[config.mk]
export PLATFORM = sky130hd
export DESIGN_NAME = kar_age_unit
export DESIGN_NICKNAME = d
export VERILOG_FILES = /design/src/design/keyed_activity_rate_limiter_macros.svh /design/src/design/kar_pkg.sv /design/src/design/kar_age_unit.sv
export SDC_FILE = /design/constraint.sdc
export NUM_CORES = 1
export LEC_CHECK = 0
export BUFFER_PORTS_ARGS = -buffer_cell sky130_fd_sc_hd__buf_4
export CAP_MARGIN = 20
export CORE_MARGIN = 4
export CORE_UTILIZATION = 55
export DETAILED_ROUTE_END_ITERATION = 8
export PLACE_DENSITY = 0.9
export SLEW_MARGIN = 30
export SYNTH_ARGS = -nofsm -noshare
export SYNTH_HDL_FRONTEND = slang
export SYNTH_SLANG_ARGS = --single-unit
[constraint.sdc]
create_clock -name vclk -period 7
set_clock_uncertainty 0.1 [all_clocks]
set_input_delay 1.4 -clock vclk [all_inputs]
set_output_delay 1.4 -clock vclk [all_outputs]
set_load 0.02 [all_outputs]
[src/design/keyed_activity_rate_limiter_macros.svh]
// Assertion helpers for the rate limiter design file.
`ifndef KEYED_ACTIVITY_RATE_LIMITER_MACROS_SVH
`define KEYED_ACTIVITY_RATE_LIMITER_MACROS_SVH

// Same-cycle implication, checked on every rising edge out of reset.
`define KAR_ASSERT_NOW(label, ante, cons, msg) \
    label: assert property (@(posedge i_clk) disable iff (!i_rst_n) \
        (ante) |-> (cons)) else $error(msg);

// Next-cycle implication, checked on every rising edge out of reset.
`define KAR_ASSERT_NEXT(label, ante, cons, msg) \
    label: assert property (@(posedge i_clk) disable iff (!i_rst_n) \
        (ante) |=> (cons)) else $error(msg);

`endif

[src/design/kar_pkg.sv]
`default_nettype none
package kar_pkg;

    localparam int ENTRIES_DEF  = 256;
    localparam int KEY_BITS_DEF = 64;

    localparam logic [15:0] RATE_LIMIT_RESET = 16'd3;
    localparam logic [15:0] DEBOUNCE_RESET   = 16'd5;

    // configuration register indexes
    localparam logic [1:0] CFG_RATE_LIMIT = 2'd0;
    localparam logic [1:0] CFG_DEBOUNCE   = 2'd1;

    localparam logic [8:0] STOPPED_MAX = 9'd511;

    typedef enum logic [1:0] {
        ACT_START = 2'd0,
        ACT_STOP  = 2'd1,
        ACT_QUERY = 2'd2,
        ACT_SWEEP = 2'd3
    } t_action;

    typedef enum logic [1:0] {
        ST_IDLE,
        ST_SCAN,
        ST_SWEEP,
        ST_APPLY
    } t_state;

    // request to the shared age compare unit
    typedef struct packed {
        logic [31:0] now;
        logic [31:0] stamp;
        logic [15:0] limit;
    } t_age_req;

endpackage
`default_nettype wire

[src/design/kar_age_unit.sv]
`default_nettype none
module kar_age_unit (
    input  kar_pkg::t_age_req i_req,
    output logic              o_ge
);

    logic [31:0] age;

    // wrap modulo 2^32, then compare against the zero-extended limit
    assign age  = i_req.now - i_req.stamp;
    assign o_ge = (age >= {16'd0, i_req.limit});

endmodule
`default_nettype wire
== Word-level counts from Yosys, hierarchy flattened ==
Cells that the tools add are included.

* Add/subtract/negate cells: 1
* Order comparisons: 1

{| class="wikitable"
|+ Operators by type and width
! operator !! number
|-
| $ge A32 B16 Y1 || 1
|-
| $sub A32 B32 Y32 || 1
|}

* Logic and storage cells: 2
* Bits of input ports: 80
* Output and inout bits: 1
* Register bits after elaboration: 0

== Logic depth before layout (Yosys ltp) ==
* Depth after elaboration: 2
* Mapped depth: 19

== Least setup slack after synthesis ==
OpenSTA, ideal clock, no wires.

* Path kind: input -> output
* Start point: input i_req[48] (netlist bit)
* End point: output o_ge
* Cell stages on the path: 19
* Data arrival time: 5.223 ns
* Required time: 5.500 ns
* Setup slack: 0.277 ns
* Path buffers: 0
* Cells stage by stage: inv_1 -> ha_1 -> fa_1 -> or2b_2 -> a21o_2 -> a211oi_1 -> a211oi_1 -> and2_1 -> xnor2_1 -> ha_1 -> a21oi_1 -> nand2_1 -> a2bb2oi_1 -> nand4_1 -> nor4_1 -> o2111ai_1 -> or4_1 -> nor4_1 -> o2111ai_1

* Longest elaborated chain between the ends: 2

{| class="wikitable"
|+ Ends and longest elaborated chain
! item !! RTL line !! text
|-
| start: declaration || kar_age_unit.sv:3 || <nowiki>input kar_pkg::t_age_req i_req,</nowiki>
|-
| $sub A32 B32 Y32 || kar_age_unit.sv:10 || <nowiki>assign age = i_req.now - i_req.stamp;</nowiki>
|-
| $ge A32 B16 Y1 || kar_age_unit.sv:11 || <nowiki>assign o_ge = (age >= {16'd0, i_req.limit});</nowiki>
|-
| end: declaration || kar_age_unit.sv:4 || <nowiki>output logic o_ge</nowiki>
|}

Every way passes these cells.

== Worst setup path after layout ==
Same ends and word-level chain as after synthesis.

==> results.ini <==
[run_status]
outcome = finished clean

[grt]
antenna_found_initial = 0
grtUsageTotal = 0.237
grt_pass1_wl_um = 12200
grt_start_max_net_pins = 15
grt_pass1_vias = 2825
gr-total-overflow = 0

[die]
die_h_um = 76.9
rows = 24
core_um2 = 4470
die_w_um = 76.9
initial_core_util = 0.584
die-area_um2 = 5920
io_pins = 81

[power_and_ir_drop]
intPower_mw = 0.150
p_seq_frac = 0
irDropWorstVdd_uv = 56.4
power_switching_mw = 0.167
p_sw_frac = 0.527
clkPwrFrac = 0
power.density_nw_per_um2 = 94.7
p_comb_frac = 1.000
leakage_nw = 1.73

[final_layout]
antenna_cells = 0
final_cell_mix = buf_4, inv_1, ha_1
fill_cells = 363
syn_to_final_growth_pct = 28.3
layout_commonest_cell = buf_4
seq_area_um2 = 0
post_route_cells_drive_above_1_share = 0.297
nClkBuffers = 0
seq_cells = 0
nets = 581

[placement]
hpwlAfterDp_um = 6340
gp_congestion = 0.880
io_buffers = 81
pre_cts_ws_ns = -0.313

[timing]
tightest_slew_ns = 0.691
slew_headroom = 0.534
hold_slack_ns = 3.35
rsz0062_at_grt = yes
tns_ns = 0
setup_viol = 0
final.setup.worst_slack_ns = 0.0385
hold_viol = 0
final.min_clock_period_ns = 6.96
timing.fmax_ghz = 0.144
slew_violations = 0
finalCritPeriodShare = 0.994

[logic_synthesis]
synth_area_leader_cell = ha_1
synth_area_leaders = ha_1, inv_1, a21oi_1
synth_area_um2 = 2610
yosysWarnings = 0
synth_cell_types = 65
synthesis.nets = 501
postSynthAreaPerCell_um2 = 7.00
synth-seq-area-share = 0
netlist_instances = 373
synth_top_area_share = 0.225

[cts]
holdBufCountCts = 0

[setup_path]
end_kind = output pin
cp-start-kind = input pin
crit_path_max_fanout = 3
crit_path_top_delay_cell = or4_1
worstPathRequired_ns = 5.50
critPathMaxStageDelay_ns = 0.55
critPathArrivalTime_ns = 5.46
crit_buf_inv = 3
crit_family = simple AND/OR/NAND/NOR gates
path_class = input pin to output pin
worstPathCellList = buf_8 > inv_4 > ha_4 > fa_2 > or2b_4 > a21o_4 > a211oi_2 > a211oi_2 > and2_4 > xnor2_2 > ha_4 > a21oi_2 > nand2_1 > a2bb2oi_2 > nand4_1 > nor4_2 > o2111ai_1 > or4_1 > nor4_2 > o2111ai_1 > buf_4

[hold_path]
hold_path_depth = 5
min_from = i_req[76]
min_to = o_ge
min_path_type = input pin to output pin

[route]
finalWirelength_um = 7680
drt-wirelength-per-cell_um = 15.3
drtIter0Drc = 166
ant_nets = 0
via_count = 3025
drtPass1Iterations = 5
drcViolationCount = 0
via_per_inst = 6.01

[job]
maxCapViolCount = 0

-- worst max-delay path by stage --
stage               startpoint  slack [ns]    to  cells after the start
finish               i_req[48]        0.04  o_ge                     21
global route         i_req[48]       -0.16  o_ge                     21
CTS                  i_req[16]       0.008  o_ge                     20
detailed placement   i_req[16]       -0.31  o_ge                     20
global placement     i_req[16]       -0.09  o_ge                     20
floorplan            i_req[48]        0.28  o_ge                     19
-- synthesized netlist by cell type, drive strengths merged, types with 2 or more instances --
master,instances
a2111oi,4
a211oi,8
a21o,15
a21oi,31
a221oi,3
a2bb2oi,2
a311o,2
a31o,2
a31oi,5
and2,4
and3,3
buf,12
clkbuf,2
ha,47
inv,58
mux2i,3
nand2,29
nand2b,7
nand3,10
nand4,12
nor2,18
nor3,9
nor3b,3
nor4,4
nor4b,2
o2111ai,3
o211ai,6
o21a,4
o21ai,21
o221ai,2
o31a,2
or3,2
or4,2
xnor2,11
xor2,10
-- worst min-delay path: stages --
cell and delay, ns:
buf_4 0.08, ha_1 0.20, a21o_1 0.10, o2111ai_1 0.10
buf_4 0.16
-- routing by layer --
| layer | GRT usage | share of wire |
|---|---|---|
| met3 | 0.0141 | 0.069 |
| met2 | 0.398 | 0.47 |
| met1 | 0.342 | 0.45 |
| met4 | 0.0254 | 0.011 |
| met5 | 0 | 0 |
-- kinds of logic (layout without fill, tap and decap cells) --
family,count (synthesis),count (layout),synth area share
xor+xnor,21,21,0.0704
compound gates,117,117,0.318
fa+ha+maj,48,48,0.233
mux,3,3,0.0115
buf+inv,72,150,0.140
simple gates,112,112,0.227
-- through the flow --
step                      cells  area, µm²  utilization  total power [mW]
after CTS                   501       3220        0.719             0.289
after global placement      501       3200        0.716             0.280
final                       503       3350        0.749             0.317
after floorplan             373       2610            -             0.210
after detailed placement    501       3200        0.716             0.285
after global routing        503       3350        0.749             0.350
-- area by class of cell --
cell class         count  area, µm²  area share
inverters             58        220      0.0657
repair buffers        92        702       0.209
well taps             52       65.1      0.0194
multi-input cells    301       2360       0.705
-- power by group through the flow --
stage / clock (mW) / sequential [mW] / combinational (mW)
2_1_floorplan: 0 / 0 / 0.210
3_3_place_gp: 0 / 0 / 0.280
3_5_place_dp: 0 / 0 / 0.285
4_1_cts: 0 / 0 / 0.289
5_1_grt: 0 / 0 / 0.350
6_report: 0 / 0 / 0.317
-- repair_timing --
item,in CTS,in global routing
buffers inserted,0,2
pin swaps,7,16
endpoints found under the setup margin,1,1
endpoints found under the hold margin,0,0
resized for setup,3,26
No activity file was read; power rests on OpenSTA's default activity.
